$ cat config.mk
export PLATFORM = sky130hd
export DESIGN_NAME = zsp_mul
export DESIGN_NICKNAME = d
export VERILOG_FILES = /design/src/rtl/core/zsp_pkg.sv /design/src/rtl/core/zsp_mul.sv
export SDC_FILE = /design/constraint.sdc
export NUM_CORES = 2
export LEC_CHECK = 0
export BUFFER_PORTS_ARGS = -buffer_cell sky130_fd_sc_hd__buf_2
export CAP_MARGIN = 20
export CORE_MARGIN = 3
export CORE_UTILIZATION = 47
export CTS_CLUSTER_DIAMETER = 40
export DETAILED_ROUTE_END_ITERATION = 8
export MAX_ROUTING_LAYER = met4
export SYNTH_ARGS = -nofsm -noshare
export SYNTH_HDL_FRONTEND = slang
export SYNTH_SLANG_ARGS = --single-unit
$ cat constraint.sdc
create_clock -name clk -period 23.1 [get_ports clk]
set_input_delay 4.62 -clock clk [delete_from_list [all_inputs] [get_ports clk]]
set_output_delay 4.62 -clock clk [all_outputs]
set_load 0.02 [all_outputs]
$ cat src/rtl/core/zsp_pkg.sv
// Shared constants, codes and divider handshake types for the z-buffer polygon fill core.
// Used by every module in rtl/core but zsp_ram; depends on nothing else.
package zsp_pkg;

  // Screen and polygon limits.
  localparam int SCREEN_W    = 1024;
  localparam int SCREEN_H    = 1024;
  localparam int MAX_CORNERS = 8;
  localparam int MIN_CORNERS = 3;

  // Field widths.
  localparam int ACT_W    = 2;
  localparam int COORD_W  = 10;
  localparam int Z_W      = 24;
  localparam int FACE_W   = 4;
  localparam int DEPTH_W  = 32;
  localparam int CD_W     = COORD_W + 1;
  localparam int ZD_W     = Z_W + 1;
  localparam int CORNER_W = 2 * COORD_W + Z_W;

  // Pixel store.
  localparam int PIX_COUNT = SCREEN_W * SCREEN_H;
  localparam int PIX_AW    = $clog2(PIX_COUNT);
  localparam int PIX_W     = FACE_W + DEPTH_W;

  // Corner list and crossing list.
  localparam int CNT_W     = $clog2(MAX_CORNERS + 1);
  localparam int CA_W      = $clog2(MAX_CORNERS);
  localparam int MAX_CROSS = 2 * MAX_CORNERS;
  localparam int CCNT_W    = $clog2(MAX_CROSS + 1);

  // Shared multiplier and divider.
  localparam int MUL_A_W = ZD_W;
  localparam int MUL_B_W = ZD_W + CD_W;
  localparam int PROD_W  = 48;
  localparam int NUM_W   = PROD_W;
  localparam int DEN_W   = 2 * CD_W + 1;
  localparam int QUO_W   = NUM_W + 1;
  localparam int DSTEP_W = $clog2(NUM_W + 1);

  // Pixel reset values.
  localparam logic [FACE_W-1:0]  NO_FACE   = '1;
  localparam logic [DEPTH_W-1:0] DEPTH_MIN = {1'b1, {(DEPTH_W-1){1'b0}}};
  localparam logic [DEPTH_W-1:0] DEPTH_MAX = {1'b0, {(DEPTH_W-1){1'b1}}};

  // Action codes.
  localparam logic [ACT_W-1:0] ACT_CLEAR = 2'd0;
  localparam logic [ACT_W-1:0] ACT_LOAD  = 2'd1;
  localparam logic [ACT_W-1:0] ACT_READ  = 2'd2;

  typedef struct packed {
    logic                    start;
    logic signed [NUM_W-1:0] num;
    logic signed [DEN_W-1:0] den;
  } div_req_t;

  typedef struct packed {
    logic                    done;
    logic signed [QUO_W-1:0] quot;
    logic                    rem_nz;
    logic                    neg;
  } div_res_t;

endpackage

$ cat src/rtl/core/zsp_mul.sv
// Shared signed multiplier with a registered product.
// Depends on zsp_pkg for operand and product widths.
module zsp_mul (
  input  logic                                clk,
  input  logic signed [zsp_pkg::MUL_A_W-1:0]  a,
  input  logic signed [zsp_pkg::MUL_B_W-1:0]  b,
  output logic signed [zsp_pkg::PROD_W-1:0]   p
);
  import zsp_pkg::*;

  logic signed [MUL_A_W+MUL_B_W-1:0] full;

  // All products the sequencer asks for fit in the kept low bits.
  assign full = a * b;

  always_ff @(posedge clk) begin
    p <= full[PROD_W-1:0];
  end

endmodule

==> results.md <==
* Status: complete, no violations
* Syn_nets at 3899
* Crit path buf inv count at 6
* Reg clk slew, reported paths at about 80 ps
* Worst setup EP type: flip-flop
* CTS buffer count at 5
* Drt initial violations at 956
* Via density at about 5.2
* DP HPWL at between 50000 and 60000 um
* DR WL met3 at about 3200 um
* Crit share post-route at about half
* WP data required at approximately 23000 ps
* Largest regs: p (48)
* RSZ-0062 raised after global routing: false
* First drt pass iteration count at 5
* Most frequent cells in the layout: 740 x fa_1, 736 x inv_1, 480 x nand2_1
* Fin nets at between 3000 and 4000
* Sink Count at 48
* Number of global-route vias before repair at 21963
* Number of post-CTS setup repair buffers at 0
* CP Class: primary input to flip-flop
* Synthesized instance count at 2948
* Clock Tree Buf Depth at 2
* CTS H-tree depth at 2
* Post-synth EDFFs at 0
* Slew Viols, Final at 0
* Metal2 WL at around 40000 um
* Yosys Warn Count at 0
* Worst hold path stage count at 2
* Crit-path max FO at 36
* Biggest register: p
* DR vias at around 19000
* Wire per inst at roughly 20 um
* Die width at around 250 um
* Sequential share of the synthesized area at ~3.5%
* Synth area leader: fa_1
* Most frequent CP cell: fa_1
* TritonCTS clock tree: done
* CP max stage delay at around 680 ps
* Fmax at about 0.086 GHz
* Clock root cell: clkbuf_16
* Gpl congestion at about 0.86
* Post-synth top area share at about 55%
* Worst path depth at 23
* Cell variety after synth at 53
* Final Hold Vio Count at 0
* Least-Margin Pin Slew at 1111 ps
* Post-cts resize count at 0
* Overall Global Routing Usage at a little over a quarter
* Final setup violation count at 0
* CP startpoint kind: primary input
* Post-route antenna net violation count at 0
* Largest net degree at the start of global routing at 38
* Cell family with most CP delay: adder cells
* Initial core utilization at between 40% and 50%
* Fraction of registers with async set or reset after synthesis at 0%
* Hold path start: b[0]
* Total wire length at 73940 um
* Synthesized cell area at approximately 27000 sq um
* Synth Register Bits at between 40 and 50
* Hold_buf cts at 0
* Synth Area per Inst at approximately 9.2 sq um
* Total core area at around 57000 sq um
* Total grt overflow at 0
* Tmin final at 11580 ps
* Main synth FF type: dfxtp_1
* Core Rows at between 80 and 90
* I/O pin cnt at 110
* Slowest-stage cell, CP: buf_2
* Die area at 60520 sq um
* DR top layer: met4
* Initial antenna violation count at 0
* Residual DRC count at 0
* Routed met1 length at ~28000 um
* Hold crit path type: primary input to flip-flop
* Max_slew headroom at approximately a quarter
* Max Cap Viol at 0
* Max reg flops at 48
* IO buf count at ~110
* Synth area leaders: fa_1 55%, inv_1 10%, and2_1 8.1%, ha_1 6.9%, nand2_1 6.7%
* Area grow syn2layout at 4.210%
* Cell breakdown of the critical path: buf_2, nand2_1, fa_1, inv_1, fa_1, inv_1, fa_1, fa_1, inv_1, fa_1, fa_1, inv_1, fa_1, inv_1, ha_1, a21oi_1, nand2_1, o21ai_0, nor4bb_1, a2111oi_4, nor2_1, a311oi_2, xnor2_1
* Die Height at roughly 250 um
* Hold Path End: p[0]
* First-pass GRT wire length at around 120000 um
* Final TNS setup at 0 ps
* Most common cell after layout, fill and taps aside: fa_1
* Layout cells sized above 1 at about 4.7%
* Worst path arrival time at between 10000 and 15000 ps
cells in the mapped netlist, types with 3 or more instances:
master	instances
nor3_1	7
a21oi_1	48
nand2b_1	12
nand4_1	4
o21a_1	3
and2_1	350
a21o_1	21
clkbuf_1	150
o211ai_1	5
nand2_1	480
inv_1	736
o21ai_0	11
dfxtp_1	48
a211oi_1	3
a21oi_2	3
ha_1	149
xnor2_1	56
nor2b_1	19
o21bai_1	6
a31oi_1	4
nand3_1	7
nor2_1	14
fa_1	740
and3_1	8
o21ai_1	11
xor2_1	21
cells by family (layout without fill, tap and decap cells):
kind of cell | after synthesis | after routing | synth area share, %
DFF | 48 | 48 | 3.549
xor gates and xnor gates | 77 | 77 | 2.491
and+or+nand+nor | 909 | 909 | 16.45
buffers and inverters | 887 | 856 | 12.30
other | 0 | 1 | 0
AOI/OAI and AO/OA | 138 | 138 | 3.618
adders and majority gates | 889 | 889 | 61.60
per-stage QoR:
stage / instances / hold slack, ps / instance area, sq um / utilization (%) / setup slack, ps
2_1_floorplan: 2948 / 4747 / 27080 / - / 12210
3_3_place_gp: 3665 / 5037 / 28020 / 49.41 / 11280
3_5_place_dp: 3665 / 5035 / 28020 / 49.41 / 11200
4_1_cts: 3673 / 4911 / 28210 / 49.75 / 11540
5_1_grt: 3673 / 4922 / 28210 / 49.75 / 11100
6_report: 3674 / 4929 / 28220 / 49.75 / 11520
area by class of cell:
cell class / instances / area, sq um
Tap cell: 756 / 945.9
Antenna cell: 1 / 2.502
Clock inverter: 3 / 68.82
Sequential cell: 48 / 960.9
Fill cell: 5343 / 28500
Multi-Input combinational cell: 2013 / 22790
Inverter: 737 / 2766
Timing Repair Buffer: 111 / 560.5
Clock buffer: 5 / 125.1
metal layers:
metal | track usage, % | up-vias
met5 | - | -
met4 | 7.833 | 0
met3 | 1.959 | 151
met2 | 48.11 | 548
met1 | 31.82 | 10247
li1 | - | 8288
worst max path at each step:
| stage | slack [ps] | startpoint | end |
|---|---|---|---|
| detailed placement | 11200 | a[4] | p[47] |
| finish | 11520 | a[4] | p[47] |
| CTS | 11540 | a[4] | p[47] |
| floorplan | 12210 | a[4] | p[47] |
| global placement | 11280 | a[4] | p[47] |
| global route | 11100 | a[4] | p[47] |
Power is left out: the tool's default activity adds up to more than one toggle a clock period on the data nets, which glitch-free logic cannot reach.
