<file path="config.mk">
export PLATFORM = sky130hd
export DESIGN_NAME = zsp_ram
export DESIGN_NICKNAME = d
export VERILOG_FILES = /design/src/rtl/core/zsp_ram.sv
export SDC_FILE = /design/constraint.sdc
export NUM_CORES = 1
export LEC_CHECK = 0
export BUFFER_PORTS_ARGS = -buffer_cell sky130_fd_sc_hd__buf_2
export CAP_MARGIN = 5
export CORE_MARGIN = 1.5
export CORE_UTILIZATION = 55
export DETAILED_ROUTE_END_ITERATION = 6
export HOLD_SLACK_MARGIN = 0.02
export PLACE_DENSITY_LB_ADDON = 0.15
export SYNTH_ARGS = -nofsm -noshare
export SYNTH_HDL_FRONTEND = slang
export SYNTH_SLANG_ARGS = --single-unit
</file>
<file path="constraint.sdc">
create_clock -name clk -period 2.6 [get_ports clk]
set_clock_uncertainty 0.05 [all_clocks]
set_input_delay 0.13 -clock clk [delete_from_list [all_inputs] [get_ports clk]]
set_output_delay 0.13 -clock clk [all_outputs]
set_load 0.01 [all_outputs]
</file>
<file path="src/rtl/core/zsp_ram.sv">
// Generic single-port-write, single-port-read RAM with a registered read.
// Stand-alone; no package needed.
module zsp_ram #(
  parameter int W     = 8,
  parameter int DEPTH = 16
) (
  input  logic                     clk,
  input  logic                     we,
  input  logic [$clog2(DEPTH)-1:0] wa,
  input  logic [W-1:0]             wd,
  input  logic                     re,
  input  logic [$clog2(DEPTH)-1:0] ra,
  output logic [W-1:0]             rd
);

  logic [W-1:0] mem [DEPTH];

  // Write port and registered read port.
  always_ff @(posedge clk) begin
    if (we) begin
      mem[wa] <= wd;
    end
    if (re) begin
      rd <= mem[ra];
    end
  end

endmodule

</file>
==> results of run 1 <==
-- per-stage QoR --
stage | cells | hold slack, ns
after floorplan | 229 | 0.179
after global placement | 389 | 0.467
after detailed placement | 389 | 0.467
after CTS | 432 | 0.0891
after global routing | 432 | 0.111
final | 432 | 0.113
-- power by group through the flow --
stage | Sequential (mW) | Combinational (mW) | Clock, mW
3_3_place_gp | 2.53 | 0.222 | 0
5_1_grt | 2.49 | 0.257 | 2.34
6_report | 2.49 | 0.235 | 2.21
3_5_place_dp | 2.53 | 0.226 | 0
2_1_floorplan | 2.53 | 0.125 | 0
4_1_cts | 2.49 | 0.239 | 2.25
-- path summary, 6_finish.rpt --
check / from / to / slack (ns)
setup / recovery: wa[0] / mem[2][1]$_DFFE_PP_ / 1.03
hold / removal: wa[1] / mem[4][2]$_DFFE_PP_ / 0.11
setup reg to reg: mem[1][5]$_DFFE_PP_ / rd[5]$_DFFE_PP_ / 1.06
hold reg to reg: mem[15][6]$_DFFE_PP_ / rd[6]$_DFFE_PP_ / 0.70
-- metal layers --
metal | vias up | track usage
met4 | 0 | 0.101
met5 | - | 0
met1 | 1231 | 0.320
met3 | 4 | 0.0555
met2 | 101 | 0.327
li1 | 1107 | -
-- cells in the mapped netlist --
| master | count |
|---|---|
| and2_1 | 1 |
| a22oi_1 | 16 |
| mux4_2 | 18 |
| nand3b_1 | 2 |
| buf_4 | 1 |
| nand2b_1 | 2 |
| and2b_1 | 1 |
| nand2_1 | 9 |
| edfxtp_1 | 136 |
| nor2_1 | 13 |
| buf_2 | 3 |
| nor2b_1 | 1 |
| mux4_1 | 14 |
| or3b_2 | 1 |
| nand3_1 | 1 |
| nor3_1 | 4 |
| clkdlybuf4s25_2 | 3 |
| buf_6 | 3 |
-- state kept, by name (all words and copies together), names as in the netlist --
register  cells
rd            8
mem         128
-- critical path, stage by stage --
cell           delay (ns)
dlygate4sd3_1        0.54
buf_2                0.16
nand2b_1             0.20
nor2_1               0.64
-- timing repair --
item                                    CTS  global route
hold buffers                             11             0
hold endpoints to repair                139             0
endpoints found under the setup margin    0             0
buffers inserted                          0             0
-- cells by family after synthesis --
group                  count (synthesis)  share of synthesized area
flip-flops                           136                      0.781
AND/OR/NAND/NOR                       35                     0.0314
multiplexers                          32                      0.148
AO/OA/AOI/OAI                         16                     0.0230
buffers and inverters                 10                     0.0165
-- area by class of cell --
class                           instances  area [um2]
Sequential cell                       136        4080
Timing Repair Buffer                   52         378
Clock inverter                         13         131
Clock buffer                           19         422
Fill cell                             586        3010
Multi-Input combinational cell         83        1060
Tap cell                              129         161
==> results.yml, run 1 <==
die:
  start_util: 0.566
  core_area_um2: 9240
  rows: 35
  ioPinCount: 27
  dieArea_um2: 10100
  die_x_um: 100
  die_y_um: 100
global_routing:
  grt_usage: 0.222
  antenna_found_initial: 0
  grt.overflow.total: 0
  grt_max_degree: 20
  grt_pass1_wl_um: 15000
  grt_pass1_vias: 2476
timing:
  fin_ws_ns: 1.03
  hold_viol: 0
  slew_headroom: 0.454
  worst_pin_slew_ns: 0.817
  finalCriticalPeriod_ns: 1.57
  clock.fmax_mhz: 636
  rsz0062_at_grt: "false"
  setup-violations-final: 0
  slew_violations: 0
  fin_crit_sh: 0.605
  fin_tns_setup_ns: 0
logic_synthesis:
  avgSynthCellArea_um2: 22.8
  yosysWarnings: 0
  synth_fp_nets: 248
  synth-seq-cells: 136
  ys_types: 18
  seq_area_frac_synth: 0.781
  synth_top_area_frac: 0.781
  synth_area_um2: 5230
  synth_cells: 229
  synthTopCellsByArea: "edfxtp_1 (78%), mux4_2 (7.8%), mux4_1 (7.0%)"
  yosysTopAreaCell: "edfxtp_1"
placement:
  hpwlAfterDp_um: 6410
  pre_cts_ws_ns: 0.667
  io_buffer_count: 26
  place_congestion: 0.770
  dpl_cell_area_um2: 5570
power_and_ir_drop:
  seqPwrFrac: 0.504
  p_leak_nw: 2.11
  swShare: 0.204
  p_comb_frac: 0.048
  p_total_mw: 4.94
  p_clk_frac: 0.449
  p_int_mw: 3.93
  power_density_nw_per_um2: 792
  peakVddDrop_mv: 0.451
  switchingPower_mw: 1.01
setup_path:
  path_class: "input port to flop"
  startpoint_type: "input port"
  cp.required_ns: 2.69
  r2r_cells: 3
  cp_max_fo: 8
  critPathCaptureType: "flop"
  worstPathArrival_ns: 1.66
cells_and_area:
  layout_commonest_cell: "edfxtp_1"
  nets: 309
  fin_util: 0.675
  syn_to_final_growth_pct: 19.2
  antenna_cells: 0
  mostFrequentLayoutCells: "edfxtp_1 (136), buf_2 (26), mux4_2 (18)"
  final_area_um2: 6230
  drive_gt1_frac: 0.294
cts:
  cts_root_buf: "clkbuf_8"
  cts_resized: 0
  clock_latency_ns: 0.52
  clock-sinks: 136
  ctsHtreeMaxLevel: 4
  clock_path_buffers: 2
  cts_buffers: 17
  clkSlewWorstSetupHoldPaths_ns: 0.06
  cts_tree: "built"
routing:
  vias_per_cell: 5.66
  postRouteAntennaNets: 0
  wl_met3_um: 821
  vias: 2443
  wl_met2_um: 4880
  drt_iter0_markers: 190
  first_pass_iters: 4
  top_layer: "met4"
  drc: 0
  wl_per_cell_um: 22.9
  routed_wirelength_um: 9900
  wl_met1_um: 4130
run:
  drv_cap: 0
min_path:
  hold_depth: 3
  hold_class: "input port to flop"
status:
  status: "finished, final reports clean"
No activity file was read; power rests on OpenSTA's default activity.
==> run 2: changes to the inputs <==
==> constraint.sdc (replaced) <==
create_clock -name clk -period 1.5 [get_ports clk]
set_clock_uncertainty 0.05 [all_clocks]
set_input_delay 0.075 -clock clk [delete_from_list [all_inputs] [get_ports clk]]
set_output_delay 0.075 -clock clk [all_outputs]
set_load 0.01 [all_outputs]
==> run 2 against run 1 <==
Effect of this change:
- via count grew 1.2%
- critical path type is now flop to flop
- die area is the same
- clock-buffer cell count is the same
- first-iteration DRC count shrank 40%
- clock power grew 88%
==> results.yml, run 2 (synthesis gave the netlist of run 1 again) <==
cells_and_area:
  mostFrequentLayoutCells: "edfxtp_1 (136), buf_2 (26), mux4_2 (22)"
  syn_to_final_growth_pct: 22.2
  nets: 316
  drive_gt1_frac: 0.345
  largest_reg_flops: 128
  largest_register: "mem"
  top_regs: "mem: 128 flops, rd: 8 flops"
  layout_commonest_cell: "edfxtp_1"
  fin_util: 0.691
  antenna_cells: 0
die:
  die_x_um: 100
  core_area_um2: 9240
  rows: 35
  ioPinCount: 27
  dieArea_um2: 10100
  start_util: 0.566
  die_y_um: 100
timing:
  finalCriticalPeriod_ns: 1.48
  worst_pin_slew_ns: 0.928
  fin_ws_ns: 0.0177
  slew_headroom: 0.379
  setup-violations-final: 0
  hold_viol: 0
  rsz0062_at_grt: "false"
  fin_crit_sh: 0.988
  slew_violations: 0
  fin_hold_ws_ns: 0.0648
  clock.fmax_mhz: 675
setup_path:
  worst-path-buf-inv: 0
  cp_max_fo: 1
  path_class: "flop to flop"
  cp_top_family: "multiplexers"
  slowest_delay_ns: 0.46
  crit_chain: "mux4_2, a22oi_1, nand2_1"
  critPathCaptureType: "flop"
  crit_path_top_delay_cell: "mux4_2"
  reg2reg_slack_ns: 0.02
  cp.required_ns: 1.71
  worstPathArrival_ns: 1.69
  startpoint_type: "flop"
run:
  drv_cap: 0
min_path:
  hold_class: "input port to flop"
cts:
  ctsHtreeMaxLevel: 4
  cts_tree: "built"
  cts_buffers: 17
  cts_root_buf: "clkbuf_8"
  clkSlewWorstSetupHoldPaths_ns: 0.06
  clock-sinks: 136
  clock_latency_ns: 0.52
  cts_setup_buffers: 0
  clock_path_buffers: 2
status:
  status: "finished, final reports clean"
power_and_ir_drop:
  power_density_nw_per_um2: 1390
  p_leak_nw: 2.16
  p_total_mw: 8.90
  peakVddDrop_mv: 0.709
routing:
  drt_iter0_markers: 114
  postRouteAntennaNets: 0
  vias_per_cell: 5.63
  wl_per_cell_um: 22.1
  first_pass_iters: 4
  vias: 2473
  routed_wirelength_um: 9690
  drc: 0
global_routing:
  grt.overflow.total: 0
  grt_pass1_wl_um: 14800
  grt_usage: 0.219
  grt_pass1_vias: 2622
  antenna_found_initial: 0
  grt_max_degree: 22
placement:
  pre_cts_ws_ns: -0.223
  io_buffer_count: 26
  place_congestion: 0.715
  hpwlAfterDp_um: 6110
## run 2: worst paths after layout
check / to / cells after the start / start
max: rd[7]$_DFFE_PP_ / 3 / mem[2][7]$_DFFE_PP_
min: mem[0][7]$_DFFE_PP_ / 3 / wa[0]
max reg2reg: rd[7]$_DFFE_PP_ / 3 / mem[2][7]$_DFFE_PP_
min reg2reg: rd[2]$_DFFE_PP_ / 3 / mem[11][2]$_DFFE_PP_
## run 2: final cells by class
class                      count  area (um2)
fill                         593        2850
timing repair buffer          59         463
multi-input combinational     83        1080
clock inverter                13         179
sequential                   136        4080
tap                          129         161
clock buffer                  19         422
## run 2: through the flow
step                      std cells  TNS (ns)  instance area (um2)
after detailed placement        398     -1.06                 5680
after floorplan                 229         0                 5230
after CTS                       439         0                 6380
after global routing            439         0                 6390
final                           439         0                 6390
after global placement          398     -1.04                 5680
## run 2: repair_timing
action	in CTS	in global routing
endpoints found under the hold margin	136	0
endpoints found under the setup margin	1	6
hold buffers	9	0
pin swaps	1	2
resized for setup	1	9
## run 2: power by group
part	internal [mW]	leakage, nW	switching, mW	total (mW)
logic	0.208	0.646	0.237	0.445
clock network	2.68	0.277	1.47	4.15
registers	4.28	1.24	0.0228	4.31
## run 2: layer usage
layer  track usage  vias up  part of all wire  routed length [um]
met5             0        -                 0                   0
met4        0.0823        0             0.013                 123
met3        0.0700        9             0.057                 550
met2         0.347       78              0.51                4920
met1         0.288     1274              0.42                4100
li1              -     1112                 -                   -
## run 2: worst register-to-register path, cell delays in order (launching register included)
cell and delay, ns:
edfxtp_1 0.37, mux4_2 0.46, a22oi_1 0.25, nand2_1 0.09
==> run 3: changes to the inputs <==
--- a/config.mk
+++ b/config.mk
@@ -5,8 +5,10 @@
 export SDC_FILE = /design/constraint.sdc
 export NUM_CORES = 1
 export LEC_CHECK = 0
+export ABC_AREA = 1
 export BUFFER_PORTS_ARGS = -buffer_cell sky130_fd_sc_hd__buf_2
 export CAP_MARGIN = 5
+export CORE_ASPECT_RATIO = 0.9
 export CORE_MARGIN = 1.5
 export CORE_UTILIZATION = 55
 export DETAILED_ROUTE_END_ITERATION = 6
==> run 3 against run 2 <==
Effect of this change:
- routed wire length is 32% higher
- sequential power barely moved
- clock power decreased by 7.0%
- clock-buffer cell count down 1
==> results.yml, run 3 <==
status:
  status: "finished, final reports clean"
setup_path:
  reg2reg_slack_ns: 0.25
  rr_endpoint: "rd[3]$_DFFE_PP_"
  cp_max_fo: 1
  r2r_start: "mem[15][3]$_DFFE_PP_"
  startpoint_type: "flop"
  r2r_cells: 6
  critPathCaptureType: "flop"
  slowest_delay_ns: 0.36
  path_class: "flop to flop"
  endpoint: "rd[3]$_DFFE_PP_"
  crit_path_top_delay_cell: "edfxtp_1"
  crit_top_cell: "nand3_1"
  cp.required_ns: 1.61
  crit_chain: "inv_1, nand2_1, nand3_1, nand3_1, nand3_1, nand2_1"
  worstPathArrival_ns: 1.36
  setup.worst_path.start: "mem[15][3]$_DFFE_PP_"
timing:
  fin_tns_setup_ns: 0
  worst_pin_slew_ns: 0.612
  fin_hold_ws_ns: 0.0206
  slew_headroom: 0.591
  finalCriticalPeriod_ns: 1.25
  fin_crit_sh: 0.833
  fin_ws_ns: 0.250
  setup-violations-final: 0
  clock.fmax_mhz: 800
  slew_violations: 0
  rsz0062_at_grt: "false"
  hold_viol: 0
global_routing:
  grt.met1_usage: 0.370
  met2_usage: 0.366
  grt_max_degree: 65
  grt_pass1_vias: 3666
  grt_usage: 0.247
  busiest_layer: "met1"
  grt.overflow.total: 0
  antenna_found_initial: 0
  grt.met3_usage: 0.0499
  grt_pass1_wl_um: 20300
cells_and_area:
  antenna_cells: 0
  nets: 616
  layout_commonest_cell: "nand2_1"
  largest_register: "mem"
  largest_reg_flops: 128
  mostFrequentLayoutCells: "nand2_1 (173), edfxtp_1 (136), inv_1 (100)"
  top_regs: "mem: 128 flops, rd: 8 flops"
  syn_to_final_growth_pct: 15.5
  finalNonFillerCells: 739
  drive_gt1_frac: 0.134
logic_synthesis:
  synth_top_area_frac: 0.698
  synth_area_um2: 5850
  synth-seq-cells: 136
  seq_area_frac_synth: 0.698
  synthTopCellsByArea: "edfxtp_1 (70%), nand2_1 (11%), nand3_1 (8.3%)"
  yosys-top-cells-count: "nand2_1 (173), edfxtp_1 (136), inv_1 (100)"
  yosysTopAreaCell: "edfxtp_1"
  synth_enable_flop_cells: 136
  ys_types: 11
  synth_cells: 551
  synth_fp_nets: 570
  yosysMostFrequentCell: "nand2_1"
  async_flop_share: 0
  avgSynthCellArea_um2: 10.6
  synth_ff_type: "edfxtp_1"
  yosysWarnings: 0
cts:
  clock_path_buffers: 2
  clock_latency_ns: 0.42
  cts_setup_buffers: 0
  hold_buffers: 1
  cts_buffers: 17
  clkSlewWorstSetupHoldPaths_ns: 0.06
  cts_root_buf: "clkbuf_16"
  clock-sinks: 136
  ctsHtreeMaxLevel: 4
  cts_tree: "built"
  cts_resized: 0
power_and_ir_drop:
  swShare: 0.227
  p_clk_frac: 0.444
  switchingPower_mw: 1.98
  peakVddDrop_mv: 0.914
  p_total_mw: 8.70
  seqPwrFrac: 0.495
  power_density_nw_per_um2: 1290
  p_leak_nw: 2.93
  p_int_mw: 6.73
  p_comb_frac: 0.061
routing:
  routed_wirelength_um: 12800
  wl_per_cell_um: 17.4
  postRouteAntennaNets: 0
  drt_iter0_markers: 363
  vias_per_cell: 5.34
  vias: 3944
  drc: 0
  first_pass_iters: 5
die:
  die_y_um: 101
  start_util: 0.568
  rows: 35
  ioPinCount: 27
  die_x_um: 112
  core_area_um2: 10300
  dieArea_um2: 11300
placement:
  hpwlAfterDp_um: 7890
  pre_cts_ws_ns: 0.135
  dpl.cell_count: 706
  io_buffer_count: 26
  place_congestion: 0.803
run:
  drv_cap: 0
min_path:
  hold_class: "input port to flop"
==> run 3: changes by cell type after synthesis, moves of 14 or more <==
cell	change
a22oi_1	-16
inv_1	+100
mux4_2	-18
nand2_1	+164
mux4_1	-14
nand3_1	+96
==> run 3: worst min-delay path by stage <==
stage	to	from	slack [ns]	cells after the start
after floorplan	mem[0][0]$_DFFE_PP_	wd[0]	0.12	0
after global placement	rd[1]$_DFFE_PP_	re	0.41	1
after detailed placement	rd[7]$_DFFE_PP_	re	0.41	1
after CTS	mem[2][1]$_DFFE_PP_	wd[1]	0.03	1
after global routing	mem[2][1]$_DFFE_PP_	wd[1]	0.03	1
final	mem[2][1]$_DFFE_PP_	wd[1]	0.02	1
==> run 3: final cells by class <==
class,count,area [um2]
Clock buffer,18,429
Clock inverter,14,126
Fill cell,770,3540
Inverter,102,383
Multi-Input combinational cell,289,1210
Sequential cell,136,4080
Tap cell,129,161
Timing Repair Buffer,51,358
==> run 3: routing by layer <==
metal,vias up,wire [um]
li1,1876,-
met1,1890,5890
met2,161,5830
met3,17,967
met4,0,150
met5,-,0
==> run 3: cell families after synthesis <==
logic type / count (synthesis) / share of synthesized area
buffers and inverters: 126 / 0.0939
flip-flops: 136 / 0.698
AND/OR/NAND/NOR: 289 / 0.208
==> run 3: through the flow <==
stage | utilization | area (um2)
2_1_floorplan | - | 5850
3_3_place_gp | 0.601 | 6190
3_5_place_dp | 0.601 | 6190
4_1_cts | 0.656 | 6760
5_1_grt | 0.656 | 6760
6_report | 0.656 | 6760
==> run 3: worst max-delay path: cells and delay by family (launching register included) <==
family                 cells  cell delay [ns]
buffers and inverters      1             0.06
DFF                        1             0.36
and+or+nand+nor            5             0.52
==> run 3: power by group through the flow <==
stage	clock [mW]	sequential, mW	combinational, mW
final	3.86	4.31	0.533
after global routing	4.06	4.31	0.590
after CTS	3.90	4.31	0.533
after detailed placement	0	4.39	0.527
after global placement	0	4.39	0.520
after floorplan	0	4.39	0.300
