===== src/rtl/core/zsp_pkg.sv =====
// Shared constants, codes and divider handshake types for the z-buffer polygon fill core.
// Used by every module in rtl/core but zsp_ram; depends on nothing else.
package zsp_pkg;

  // Screen and polygon limits.
  localparam int SCREEN_W    = 1024;
  localparam int SCREEN_H    = 1024;
  localparam int MAX_CORNERS = 8;
  localparam int MIN_CORNERS = 3;

  // Field widths.
  localparam int ACT_W    = 2;
  localparam int COORD_W  = 10;
  localparam int Z_W      = 24;
  localparam int FACE_W   = 4;
  localparam int DEPTH_W  = 32;
  localparam int CD_W     = COORD_W + 1;
  localparam int ZD_W     = Z_W + 1;
  localparam int CORNER_W = 2 * COORD_W + Z_W;

  // Pixel store.
  localparam int PIX_COUNT = SCREEN_W * SCREEN_H;
  localparam int PIX_AW    = $clog2(PIX_COUNT);
  localparam int PIX_W     = FACE_W + DEPTH_W;

  // Corner list and crossing list.
  localparam int CNT_W     = $clog2(MAX_CORNERS + 1);
  localparam int CA_W      = $clog2(MAX_CORNERS);
  localparam int MAX_CROSS = 2 * MAX_CORNERS;
  localparam int CCNT_W    = $clog2(MAX_CROSS + 1);

  // Shared multiplier and divider.
  localparam int MUL_A_W = ZD_W;
  localparam int MUL_B_W = ZD_W + CD_W;
  localparam int PROD_W  = 48;
  localparam int NUM_W   = PROD_W;
  localparam int DEN_W   = 2 * CD_W + 1;
  localparam int QUO_W   = NUM_W + 1;
  localparam int DSTEP_W = $clog2(NUM_W + 1);

  // Pixel reset values.
  localparam logic [FACE_W-1:0]  NO_FACE   = '1;
  localparam logic [DEPTH_W-1:0] DEPTH_MIN = {1'b1, {(DEPTH_W-1){1'b0}}};
  localparam logic [DEPTH_W-1:0] DEPTH_MAX = {1'b0, {(DEPTH_W-1){1'b1}}};

  // Action codes.
  localparam logic [ACT_W-1:0] ACT_CLEAR = 2'd0;
  localparam logic [ACT_W-1:0] ACT_LOAD  = 2'd1;
  localparam logic [ACT_W-1:0] ACT_READ  = 2'd2;

  typedef struct packed {
    logic                    start;
    logic signed [NUM_W-1:0] num;
    logic signed [DEN_W-1:0] den;
  } div_req_t;

  typedef struct packed {
    logic                    done;
    logic signed [QUO_W-1:0] quot;
    logic                    rem_nz;
    logic                    neg;
  } div_res_t;

endpackage


===== src/rtl/core/zsp_div.sv =====
// Iterative signed divider, one quotient bit per cycle, truncating toward zero.
// Depends on zsp_pkg for widths and the request and result structs.
module zsp_div (
  input  logic              clk,
  input  logic              rst,
  input  zsp_pkg::div_req_t req,
  output zsp_pkg::div_res_t res
);
  import zsp_pkg::*;

  logic               busy;
  logic               done;
  logic [DSTEP_W-1:0] step;
  logic [NUM_W-1:0]   qacc;
  logic [DEN_W-1:0]   rem;
  logic [DEN_W-1:0]   dmag;
  logic               neg;
  logic [DEN_W:0]     rem_sh;
  logic               take;

  // One restoring step on the magnitudes.
  always_comb begin
    rem_sh = {rem, qacc[NUM_W-1]};
    take   = rem_sh >= {1'b0, dmag};
  end

  always_ff @(posedge clk) begin
    if (rst) begin
      busy <= 1'b0;
      done <= 1'b0;
    end else begin
      done <= 1'b0;
      if (req.start) begin
        busy <= 1'b1;
        step <= DSTEP_W'(NUM_W);
        qacc <= req.num[NUM_W-1] ? NUM_W'(-req.num) : NUM_W'(req.num);
        dmag <= req.den[DEN_W-1] ? DEN_W'(-req.den) : DEN_W'(req.den);
        rem  <= '0;
        neg  <= req.num[NUM_W-1] ^ req.den[DEN_W-1];
      end else if (busy) begin
        rem  <= take ? DEN_W'(rem_sh - {1'b0, dmag}) : rem_sh[DEN_W-1:0];
        qacc <= {qacc[NUM_W-2:0], take};
        step <= step - 1'b1;
        if (step == DSTEP_W'(1)) begin
          busy <= 1'b0;
          done <= 1'b1;
        end
      end
    end
  end

  // Apply the sign to the quotient magnitude.
  always_comb begin
    res.done   = done;
    res.quot   = neg ? -$signed({1'b0, qacc}) : $signed({1'b0, qacc});
    res.rem_nz = rem != '0;
    res.neg    = neg;
  end

endmodule


===== config.mk =====
export PLATFORM = sky130hd
export DESIGN_NAME = zsp_div
export DESIGN_NICKNAME = d
export VERILOG_FILES = /design/src/rtl/core/zsp_pkg.sv /design/src/rtl/core/zsp_div.sv
export SDC_FILE = /design/constraint.sdc
export NUM_CORES = 1
export LEC_CHECK = 0
export ABC_AREA = 1
export ABC_CLOCK_PERIOD_IN_PS = 14600
export BUFFER_PORTS_ARGS = -buffer_cell sky130_fd_sc_hd__buf_4
export CORE_MARGIN = 4
export CORE_UTILIZATION = 35
export CTS_CLUSTER_SIZE = 10
export DETAILED_ROUTE_END_ITERATION = 10
export PLACE_DENSITY = 0.55
export SLEW_MARGIN = 20
export SYNTH_ARGS = -nofsm -noshare
export SYNTH_HDL_FRONTEND = slang
export SYNTH_SLANG_ARGS = --single-unit

===== constraint.sdc =====
create_clock -name clk -period 14.6 [get_ports clk]
set_input_delay 0.73 -clock clk [delete_from_list [all_inputs] [get_ports clk]]
set_output_delay 0.73 -clock clk [all_outputs]
set_load 0.02 [all_outputs]

==> results, run 1 <==
- The flow ran to the end, and the final reports show no timing, DRC or antenna violations.
- The total of endpoints with negative setup slack in the final report is 0.
- The synthesized netlist net count is 1544.
- The wire-length estimate of the detail-placed layout is 24400 um.
- The count of endpoints failing hold in the final timing report was 0.
- The clock transition time at the flip-flop clock pins of the worst setup and hold paths is 0.09 ns.
- The net switching fraction of the power is 37.5%.
- The required time of the worst setup path is 13.87 ns.
- The number of sinks driven by the clock tree is 103.
- Sequential elements use 32.1% of the synthesized area.
- The cell chosen for the clock root is clkbuf_16.
- The area of the placeable core is 0.0269 mm2.
- Summing all placed instances gives a cell area of 0.0108 mm2.
- The latest clock arrival within the worst-skew pair is 0.37 ns.
- The number of setup buffers added after CTS is 0.
- The die extent in y is 173 um.
- Power spread over the standard cell area amounts to 88.6 mW/mm2.
- The largest fanout of any net on the critical path is 6.
- Sequential cells burn 38.3% of the power.
- The first global-routing pass estimated 47900 um of wire.
- Summing every instance area after synthesis gives 0.00956 mm2.
- Cell internal power was estimated by the tool at 617 uW.
- Counting flops with a built-in enable in the synthesized netlist gives 101.
- Across the run, the number of max-cap violations was 0.
- Global routing consumed, on the met2 layer, 31.6% of the routing resources.
- The initial antenna violation count came to 0.
- For the pin with the worst max-slew slack, the measured transition is 0.960 ns.
- STA classifies the critical path startpoint as a flip-flop.
- The async set-or-reset flop fraction in the synthesized netlist is 0%.
- No sink is reached through more buffers than the 2 on the longest clock path.
- During placement, the flow inserted port buffers numbering 125.
- For met3 alone, demand over resource in global routing was 2.12%.
- The analysis attributes to net switching a power of 370 uW.
- The floorplan step defined a die boundary enclosing 0.0300 mm2.
- The worst slew margin relative to its limit is 36.0%.
- The setup TNS after final layout is 0 ns.
- The warning count from the yosys run is 0.
- In the synthesized netlist, the number of instances is 1441.
- The H-tree generated during clock tree synthesis spans 3 levels.
- The initial core utilization is 35.6%.
- The number of cells after detailed placement is 1880.
- The clock skew is 0.0148 ns.
- The number of cells on the worst reg-to-reg path is 14.
- In this run the most critical hold path is launched from busy.
- After filler insertion, the fill cell instance count of the layout stands at 2883.
- The element type at the critical path end is an output pin.
- Counting instances, the worst hold path has a depth of 2.
- The post-layout net count is 1653.
- The total detailed-routing wirelength is 30100 um.
- The maximum number of pins on one net before global-route repair is 72.
- The time the final worst path needs with I/O delays and setup is 3.40 ns.
- The number of instances resized during post-cts repair is 0.
- The post-route netlist has 13.0% of its cells at a drive strength greater than 1.
- Setup repair after global routing left no endpoint under its margin.
- The total global routing track utilization is 19.8%.
- Clock tree synthesis inserted a total of 9 buffers.
- The class of the worst hold path is reg -> reg.
- After the first detailed-routing iteration, the DRC count stood at 713.
- The library cells used most frequently in the layout, excluding fill and tap cells, are nand2_1, inv_1, nor2_1.
- The number of antenna diodes in the final layout is 0.
- The fraction of power consumed by the clock network is 27.1%.
- The startpoint identified for the worst register-to-register timing path is qacc[47].
- The met1 usage in global routing is 27.7%.
- The floorplan step set the die width to 173 um.
- Using the TritonRoute via totals, the vias-per-cell ratio works out to 4.96.
- The static leakage is 5.24 nW.
- Buffers inserted to repair hold after CTS numbered 0.
- The routed length per placed instance is 15.9 um.
- The path with the worst hold slack has its endpoint at done.
- The first TritonRoute pass finished after 5 iterations.
- The commonest non-fill, non-tap cell in the layout is nand2_1.
- Summed over all layers, the global routing overflow is 0.
- The most congested layer reported by global routing is met2.
- The achievable frequency is 294 MHz.
- The critical path in this run is classified as reg -> out.
- Setup slack on the worst reg-to-reg path comes out at 11.98 ns.
- The number of placement rows is 60.
- In this run, synthesis produced a sequential element count of 103.
- The number of global-route vias before repair is 9205.
- The synthesized area divided by synthesized cell count is 6.63 um2.
- Once detail routing completed, the nets flagged for antenna violations numbered 0.
- The endpoint of the worst register-to-register path is rem[13].
- Per report_power, the combinational group accounts for 34.6% of the total.
- The final period utilization is 23.3%.
- The worst path setup slack after routing is 11.20 ns.
- The most instantiated flip-flop cell in the synthesis netlist is edfxtp_1.
- At the worst endpoint, the arrival time is 2.67 ns.
- The count of cells in the finished layout, fillers not included, comes to 1896.
- Detailed routing inserted a total of 9404 vias.
- 126 I/O pins were placed.
- The number of distinct library cells after synthesis is 45.
- The count of final max-slew check failures came to 0.
- Routability-driven placement finished with a final weighted congestion of 0.927.
- The clock tree from TritonCTS is done.
- After routing the design area is 0.0111 mm2.
- The worst-case IR drop observed on VDD is 52.3 uV.
- The area growth from synthesis to layout is 16.5%.
- The detailed-route DRC error count is 0.
- The post-place setup slack is 11.49 ns.
through the flow:
stage	total power [mW]	hold slack, ns	util, %
after floorplan	0.606	0.421	-
after global placement	0.723	0.511	40.2
after detailed placement	0.725	0.514	40.2
after CTS	0.993	0.526	41.4
after global routing	1.05	0.539	41.4
final	0.987	0.520	41.4
power by group through the flow:
stage          Combinational, mW  Sequential (mW)  Clock [mW]
2_1_floorplan              0.227            0.379           0
3_3_place_gp               0.339            0.384           0
3_5_place_dp               0.341            0.384           0
4_1_cts                    0.342            0.377       0.273
5_1_grt                    0.380            0.380       0.284
6_report                   0.341            0.378       0.268
worst max-delay path, stage by stage, from the launching register on:
cell and delay (ns):
edfxtp_1 0.41, inv_1 0.14, ha_1 0.31, nand3_2 0.18, nor2_1 0.26, inv_1 0.14
nor3_1 0.41, xor2_1 0.19, nand2_1 0.06, nand2_1 0.08, buf_4 0.14
registers in the layout, summed over array words and instances, names as in the netlist:
register	flops
qacc	48
dmag	23
rem	23
step	6
busy	1
done	1
neg	1
how the worst max path moves through the flow:
stage / start / to / slack [ns] / cells past startpoint
floorplan: req[71] / qacc[0] / 9.36 / 3
CTS: qacc[0] / res[40] / 11.21 / 10
finish: qacc[0] / res[40] / 11.20 / 10
detailed placement: req[71] / dmag[13] / 11.49 / 4
global placement: req[71] / dmag[15] / 11.53 / 4
global route: qacc[0] / res[14] / 11.02 / 9
area by class of cell:
cell class | count | area, um2 | area share, %
sequential | 103 | 3070 | 27.6
tap | 341 | 427 | 3.83
timing repair buffer | 128 | 961 | 8.63
clock buffer | 9 | 225 | 2.02
inverter | 214 | 803 | 7.21
clock inverter | 7 | 100 | 0.899
multi-input combinational | 1094 | 5550 | 49.8
cells by family (layout without fill, tap and decap cells):
| logic type | Yosys count | in the layout | share of synthesized area (%) |
|---|---|---|---|
| simple gates | 838 | 838 | 37.7 |
| buf+inv | 244 | 358 | 9.99 |
| compound gates | 135 | 135 | 7.83 |
| flops | 103 | 103 | 32.1 |
| xor+xnor | 92 | 92 | 8.43 |
| fa+ha+maj | 29 | 29 | 3.87 |
metal layers:
metal	share of wire [%]	vias up	routed length, um
met5	0	-	0
met4	3.3	0	1000
met3	3.4	44	1010
met2	44	211	13300
met1	49	4303	14800
li1	-	4846	-
cells in the mapped netlist (2+ instances only):
library cell  instances  area [um2]
buf_4                 3        22.5
o211ai_1              2        15.0
nand2_4               3        33.8
o21ai_1               4        20.0
nand4_1              32         200
nor2_4                2        22.5
nor4_1                9        56.3
nand3b_1              8        60.1
nor2_1              189         709
buf_1                 4        15.0
xnor2_1              15         131
edfxtp_1            101        3030
a21oi_1              26         130
clkbuf_1             18        67.6
or2_2                 3        18.8
o21a_1                2        15.0
nand3_1             103         515
o21ai_2              10        87.6
nand3_2               2        20.0
nor2_2                7        43.8
inv_2                 4        15.0
o31ai_1               2        15.0
nand2_1             432        1620
and2_1                3        18.8
a31oi_1               6        37.5
inv_1               209         785
dfxtp_1               2        40.0
buf_2                 3        15.0
o21ai_0              79         395
nor3_1               20         100
nand2_2              21         131
xor2_1               77         674
ha_1                 28         350
Note: power is estimated with default switching activity, not from simulation.
==> run 2, diff against run 1 <==
- ABC_CLOCK_PERIOD_IN_PS: 14600 -> 3300
- clock period: 14.6 -> 3.3 ns (I/O delays scaled with it)
==> results, run 2 (synthesis gave the netlist of run 1 again) <==
- The register with the most flip-flops in the layout has 48 of them.
- The top-level port count is 126.
- The worst register-to-register path has a setup slack of 0.82 ns.
- The largest delay contributor family on the critical path is simple AND/OR/NAND/NOR gates.
- Clock-pin slew was measured on the worst setup and hold paths at 0.09 ns.
- The tree built by TritonCTS fans out to 103 sinks.
- The floorplan has 60 rows.
- The number of cells on the worst reg-to-reg path is 14.
- After detailed placement, the total cell area comes to 0.0109 mm2.
- The min-delay analysis places its worst path in the category in -> reg.
- The wire length of the first global-routing pass is 48800 um.
- Summed over all layers, the routed wires come to 30400 um.
- For this block, the via count after detailed routing is 9596.
- The final hold slack is 0.00822 ns.
- TritonCTS built the clock tree.
- Data on the critical path arrives at its endpoint at 2.87 ns.
- The reg-to-reg critical path startpoint is qacc[47].
- The largest buffer count on any clock path is 2.
- Once layout is done, the placed cells without fillers occupy 0.0112 mm2.
- The half-perimeter wire length after detailed placement is 24700 um.
- The area of the placeable core is 0.0269 mm2.
- Setup total negative slack on the finished layout was measured at 0 ns.
- The clock skew is 0.0132 ns.
- The count of final max-slew check failures is 0.
- In the final layout, the share of cells above drive strength 1 is 13.3%.
- After detailed routing, the average wire length per cell comes to 16.0 um.
- The count of endpoints failing hold in the final timing report is 0.
- The run finished with clean final reports.
- The worst slew margin relative to its limit is 43.9%.
- Global routing consumed, over all layers together, 19.9% of the routing resources.
- The detailed router used layers up to and including met4.
- Counting instances, the worst hold path has a depth of 2.
- The number of max-capacitance violations reported is 0.
- The required time of the worst setup path is 3.13 ns.
- The worst setup path is captured at an output pin.
- The largest fanout of any net on the critical path is 6.
- The detailed-route DRC error count is 0.
- After detailed routing, the wire length on met1 is 14400 um.
- The number of buffers created by CTS is 9.
- The worst setup path is launched from a flip-flop.
- The top cell types in the final layout, fill and taps aside, are nand2_1, inv_1, nor2_1.
- Routability-driven placement finished with a final weighted congestion of 0.907.
- The maximum number of pins on one net before global-route repair is 43.
- After the last flow step, the layout net total stands at 1659.
- The total of endpoints with negative setup slack in the final report is 0.
- The total length of routed met3 wires is 1340 um.
- The largest incremental delay on the critical path is 0.41 ns.
- IR analysis of the VDD net gives a maximum drop of 292 uV.
- The number of cells after detailed placement is 1885.
- The count of H-tree levels built during CTS is 3.
- The post-synthesis to final-layout area growth is 17.2%.
- The achievable frequency is 329 MHz.
- The width of the chip is 173 um.
- After detailed routing, the number of vias per cell comes to 5.05.
- The die covers 0.0300 mm2.
- Summed over all cells, the static leakage comes to 5.28 nW.
- Counting stages on the worst path, the most repeated cell is inv_1.
- Setup repair after global routing left no endpoint under its margin.
- The worst-path cell with the longest stage delay is edfxtp_1.
- The die extent in y is 173 um.
- The fill cell total of the finished layout is 2858.
- Traced cell by cell, the critical path runs through inv_1, ha_1, nand3_2, nor2_1, inv_1, o21ai_1, o21ai_0, xor2_1, buf_4.
- The time the final worst path needs with I/O delays and setup is 3.04 ns.
- The startpoint identified for the worst hold timing path is rst.
- The post-CTS setup buffer count is 0.
- The total of buffers placed on input and output ports is 125.
- Dividing the final minimum period by the clock period gives 92.1%.
- The endpoint of the worst register-to-register path is rem[13].
- The library cell used most frequently in the layout, excluding fill and tap cells, is nand2_1.
- The cell chosen for the clock root is clkbuf_16.
- The critical setup path kind is reg -> out.
- The count of routing violations after the opening detailed-route iteration is 781.
- The largest registers in the layout are qacc x48, dmag x23, rem x23.
- The count of non-filler cells in the finished layout is 1902.
- The detailed-router iteration count before antenna repair is 5.
- The initial core utilization is 35.6%.
- At the pin with the least slew margin, the transition time is 0.840 ns.
- The met2 layer wire length in the routed design is 14000 um.
- For this run the aggregate overflow at the end of global routing stands at 0.
- Counting both buffers and inverters, the worst setup path holds a total of 3.
- For the worst-skew pair, the clock arrives at the later sink with an insertion delay of 0.37 ns.
- The repair_antennas step left the layout with diodes totalling 0.
- The register with the most flip-flops in the final layout is qacc.
- The worst hold path terminates at done.
- The post-route antenna net violation count is 0.
- The number of global-route vias before repair came to 9310.
- The initial antenna violation count is 0.
- Power spread over the standard cell area amounts to 390 mW/mm2.
==> run 2: worst register-to-register path: cells and delay by family, from the launching register on <==
family                   cells  cell delay (ns)
AND/OR/NAND/NOR              9             0.94
buffers and inverters        3             0.40
adder cells (fa/ha/maj)      2             0.64
flip-flops                   1             0.38
==> run 2: timing repair <==
action,CTS,global route
hold buffers,1,0
hold endpoints to repair,1,0
resized for setup,0,0
endpoints found under the setup margin,0,0
==> run 2: how the worst max path moves through the flow <==
stage	cells past startpoint	from	to	slack, ns
6_report	9	qacc[0]	res[14]	0.26
5_1_grt	9	qacc[0]	res[14]	0.1
4_1_cts	9	qacc[0]	res[14]	0.26
3_5_place_dp	9	qacc[0]	res[14]	0.67
3_3_place_gp	9	qacc[0]	res[14]	0.72
2_1_floorplan	3	req[71]	qacc[0]	0.17
==> run 2: final cells by class <==
class	count	area, um2	area share (%)
clock buffer	9	225	2.01
clock inverter	7	97.6	0.871
inverter	214	803	7.17
multi-input combinational	1094	5550	49.5
sequential	103	3070	27.4
tap	341	427	3.81
timing repair buffer	134	1030	9.22
==> run 2: power by group <==
part           switching [mW]  internal [mW]
combinational           0.982          0.539
sequential             0.0832           1.58
clock                   0.575          0.613
==> run 2: per-layer routing <==
metal | global-route usage (%) | vias to the layer above
li1 | - | 4855
met1 | 28.3 | 4468
met2 | 33.0 | 243
met3 | 1.90 | 30
met4 | 4.72 | 0
met5 | 0 | -
==> run 2: through the flow <==
stage	worst slack (ns)	total power, mW	util (%)
after floorplan	0.167	2.68	-
after global placement	0.721	3.21	40.5
after detailed placement	0.668	3.21	40.5
after CTS	0.264	4.40	41.7
after global routing	0.0979	4.64	41.7
final	0.261	4.38	41.7
==> run 3, diff against run 2 <==
- ABC_AREA: 1 -> not set
- PLACE_DENSITY: 0.55 -> 0.56
==> results, run 3 <==
- The run finished with clean final reports.
- The count of H-tree levels built during CTS is 3.
- The width of the chip is 157 um.
- The time the final worst path needs with I/O delays and setup is 3.14 ns.
- The half-perimeter wire length after detailed placement is 15800 um.
- The count of final max-slew check failures came to 0.
- Counting the buffers created by CTS gives 9.
- The synthesized netlist occupies a cell area of 0.00779 mm2.
- Static timing analysis puts the maximum clock frequency at 319 MHz.
- STA classifies the critical path startpoint as a flip-flop.
- Setup violations remaining at the end of the flow were counted as 0.
- Pin placement for this block handled 126 I/O pins.
- The maximum number of pins on one net before global-route repair is 77.
- Of the cells placed in the final design, the portion with a size suffix greater than 1 is 20.0%.
- The synthesized design contains 101 enable-type register cells.
- By count the netlist is led by edfxtp_1, xnor2_1, a21oi_1, nor2_1, nand2_1.
- The total area inside the core boundary comes to 0.0219 mm2.
- After synthesis, the cell types taking the most area are edfxtp_1, xnor2_1, xor2_1.
- After detailed routing, the number of vias per cell comes to 5.35.
- The detailed router placed 6516 vias in this run.
- Before CTS, the worst setup slack after placement is 0.346 ns.
- The initial antenna violation count is 1.
- During synthesis, Yosys emitted a total of 0 warnings.
- From bottom edge to top edge, the die measures 157 um.
- Before antenna repair, the detailed router went through 4 iterations.
- The path class of the tightest hold or removal check is in -> reg.
- The wire length of the first global-routing pass is 32200 um.
- After clock tree synthesis, the flow added hold-fix buffers numbering 0.
- For the worst setup path, the data required time is 3.13 ns.
- The floorplan die area is 0.0247 mm2.
- Summed over all layers, the routed wires come to 20300 um.
- Synthesis inferred 103 register bits.
- Buffers placed on the I/O ports in this run total 125.
- The final hold slack is 0.0214 ns.
- The post-route antenna net violation count is 0.
- The count of endpoints failing hold in the final timing report is 0.
- The net count of the finished layout is 1034.
- The areal power density over the cells is 436 mW/mm2.
- Global routing consumed, over all layers together, 16.3% of the routing resources.
- Synthesis produced 817 cells.
- Between clock sinks in the finished design, the worst skew comes to 0.0114 ns.
- Of all cell types, the one taking the most synthesized area is edfxtp_1.
- No sink is reached through more buffers than the 2 on the longest clock path.
- The arrival time reported for the critical path endpoint is 2.97 ns.
- The worst setup path is captured at an output pin.
- Clock-pin slew was measured on the worst setup and hold paths at 0.08 ns.
- The flip-flop count of the largest register, all copies and words added is 48.
- Summed over all layers, the global routing overflow is 0.
- The setup path with the least slack is of type reg -> out.
- The synthesized area divided by synthesized cell count is 9.53 um2.
- Summed over all cells, the static leakage comes to 3.53 nW.
- The fraction of synthesized cell area taken by the top area cell type is 38.9%.
- IR analysis of the VDD net gives a maximum drop of 228 uV.
- The number of global-route vias before repair is 6071.
- At the end of routability-driven placement, the weighted congestion stood at 0.914.
- The clock tree from TritonCTS is done.
- The routed length per placed instance is 16.7 um.
- Of all flip-flops after synthesis, the portion carrying an async set or reset was 0%.
- When the netlist entered floorplanning its net count stood at 920.
- The pin slew with the least headroom to its limit is 0.797 ns.
- The clock drives 103 sinks.
- The cell sitting at the root of the clock tree is a clkbuf_16.
- The number of distinct library cells after synthesis is 69.
- The sequential fraction of the synthesis area is 39.4%.
- The post-synthesis to final-layout area growth is 20.8%.
- The first routing iteration left 442 violations.
- Yosys instantiated no cell more often than edfxtp_1.
- Of all nets on the critical path, the largest fanout is 5.
- The worst path uses 95.0% of the clock period.
- Max-cap violations in this run came to 0.
- The floorplan has 54 rows.
- The library cell used most frequently in the layout, excluding fill and tap cells, is buf_4.
- The detailed-route DRC error count is 0.
- The initial core utilization is 35.6%.
- Leaving out fill and tap cells, the most frequent cells in the layout are buf_4, edfxtp_1, xnor2_1.
- Setup slack on the critical path of the routed design comes to 0.163 ns.
- The latest clock arrival within the worst-skew pair is 0.35 ns.
- The register with the most flip-flops in the final layout is qacc.
- The largest registers in the layout are qacc x48, dmag x23, rem x23.
- For this run, the leading register cell type out of synthesis is edfxtp_1.
- The worst slew margin relative to its limit is 46.4%.
[run 3: changes by cell type after synthesis, moves of 21 or more]
cell / delta
a21oi_1: +42
a22o_1: +22
inv_1: -170
nand2_1: -367
nand2_2: -21
nand3_1: -94
nand4_1: -26
nor2_1: -121
o21ai_0: -33
o31ai_1: +29
xnor2_1: +65
xor2_1: -23
[run 3: metrics by stage]
step / setup TNS [ns] / area [um2] / instances / power, mW / util [%]
after floorplan: 0 / 7790 / 817 / 2.55 / -
after global placement: 0 / 9070 / 1200 / 3.01 / 41.4
after detailed placement: 0 / 9070 / 1200 / 3.01 / 41.4
after CTS: 0 / 9380 / 1216 / 4.14 / 42.8
after global routing: -0.00945 / 9410 / 1217 / 4.34 / 43.0
final: 0 / 9410 / 1217 / 4.10 / 43.0
[run 3: layout make-up]
class                      instances  area (um2)
multi-input combinational        639        4450
fill                            2181       12500
sequential                       103        3070
timing repair buffer             139        1080
clock inverter                     7        78.8
tap                              280         350
inverter                          39         146
clock buffer                       9         225
antenna                            1        2.50
[run 3: report_power, final]
part	switching (mW)	internal [mW]	leakage, nW	total, mW
sequential	0.107	1.59	0.973	1.69
clock	0.518	0.599	0.146	1.12
combinational	0.715	0.576	2.41	1.29
total	1.34	2.76	3.53	4.10
[run 3: worst paths after layout]
kind | startpoint | endpoint | slack, ns | cells past startpoint
worst max register to register | qacc[47] | rem[19] | 0.33 | 11
worst min-delay path | rst | busy | 0.02 | 2
worst max-delay path | qacc[35] | res[48] | 0.16 | 8
worst min register to register | busy | done | 0.53 | 1
[run 3: worst max-delay path, stage by stage, from the launching register on]
cell	delay [ns]
edfxtp_1	0.52
or3_1	0.40
or3_1	0.35
or3_1	0.42
nor4_4	0.19
nand2_1	0.15
o41ai_2	0.25
xnor2_1	0.16
buf_4	0.17
[run 3: cells by family after synthesis]
logic type | Yosys count | share of synthesized area, %
AND/OR/NAND/NOR | 242 | 16.3
XOR/XNOR | 134 | 15.1
adder cells (fa/ha/maj) | 29 | 4.75
AO/OA/AOI/OAI | 228 | 19.7
flip-flops | 103 | 39.4
multiplexers | 6 | 0.835
buffers and inverters | 75 | 3.90
[run 3: timing repair]
action,in CTS,in global routing
gates resized for setup,0,5
buffers inserted,0,0
setup endpoints to repair,0,10
[run 3: routing by layer]
metal | GRT usage (%) | part of all wire, % | up-vias
met2 | 25.5 | 46 | 152
met5 | 0 | 0 | -
li1 | - | - | 3271
met1 | 23.5 | 48 | 3073
met4 | 4.96 | 1.5 | 0
met3 | 2.17 | 4.5 | 20
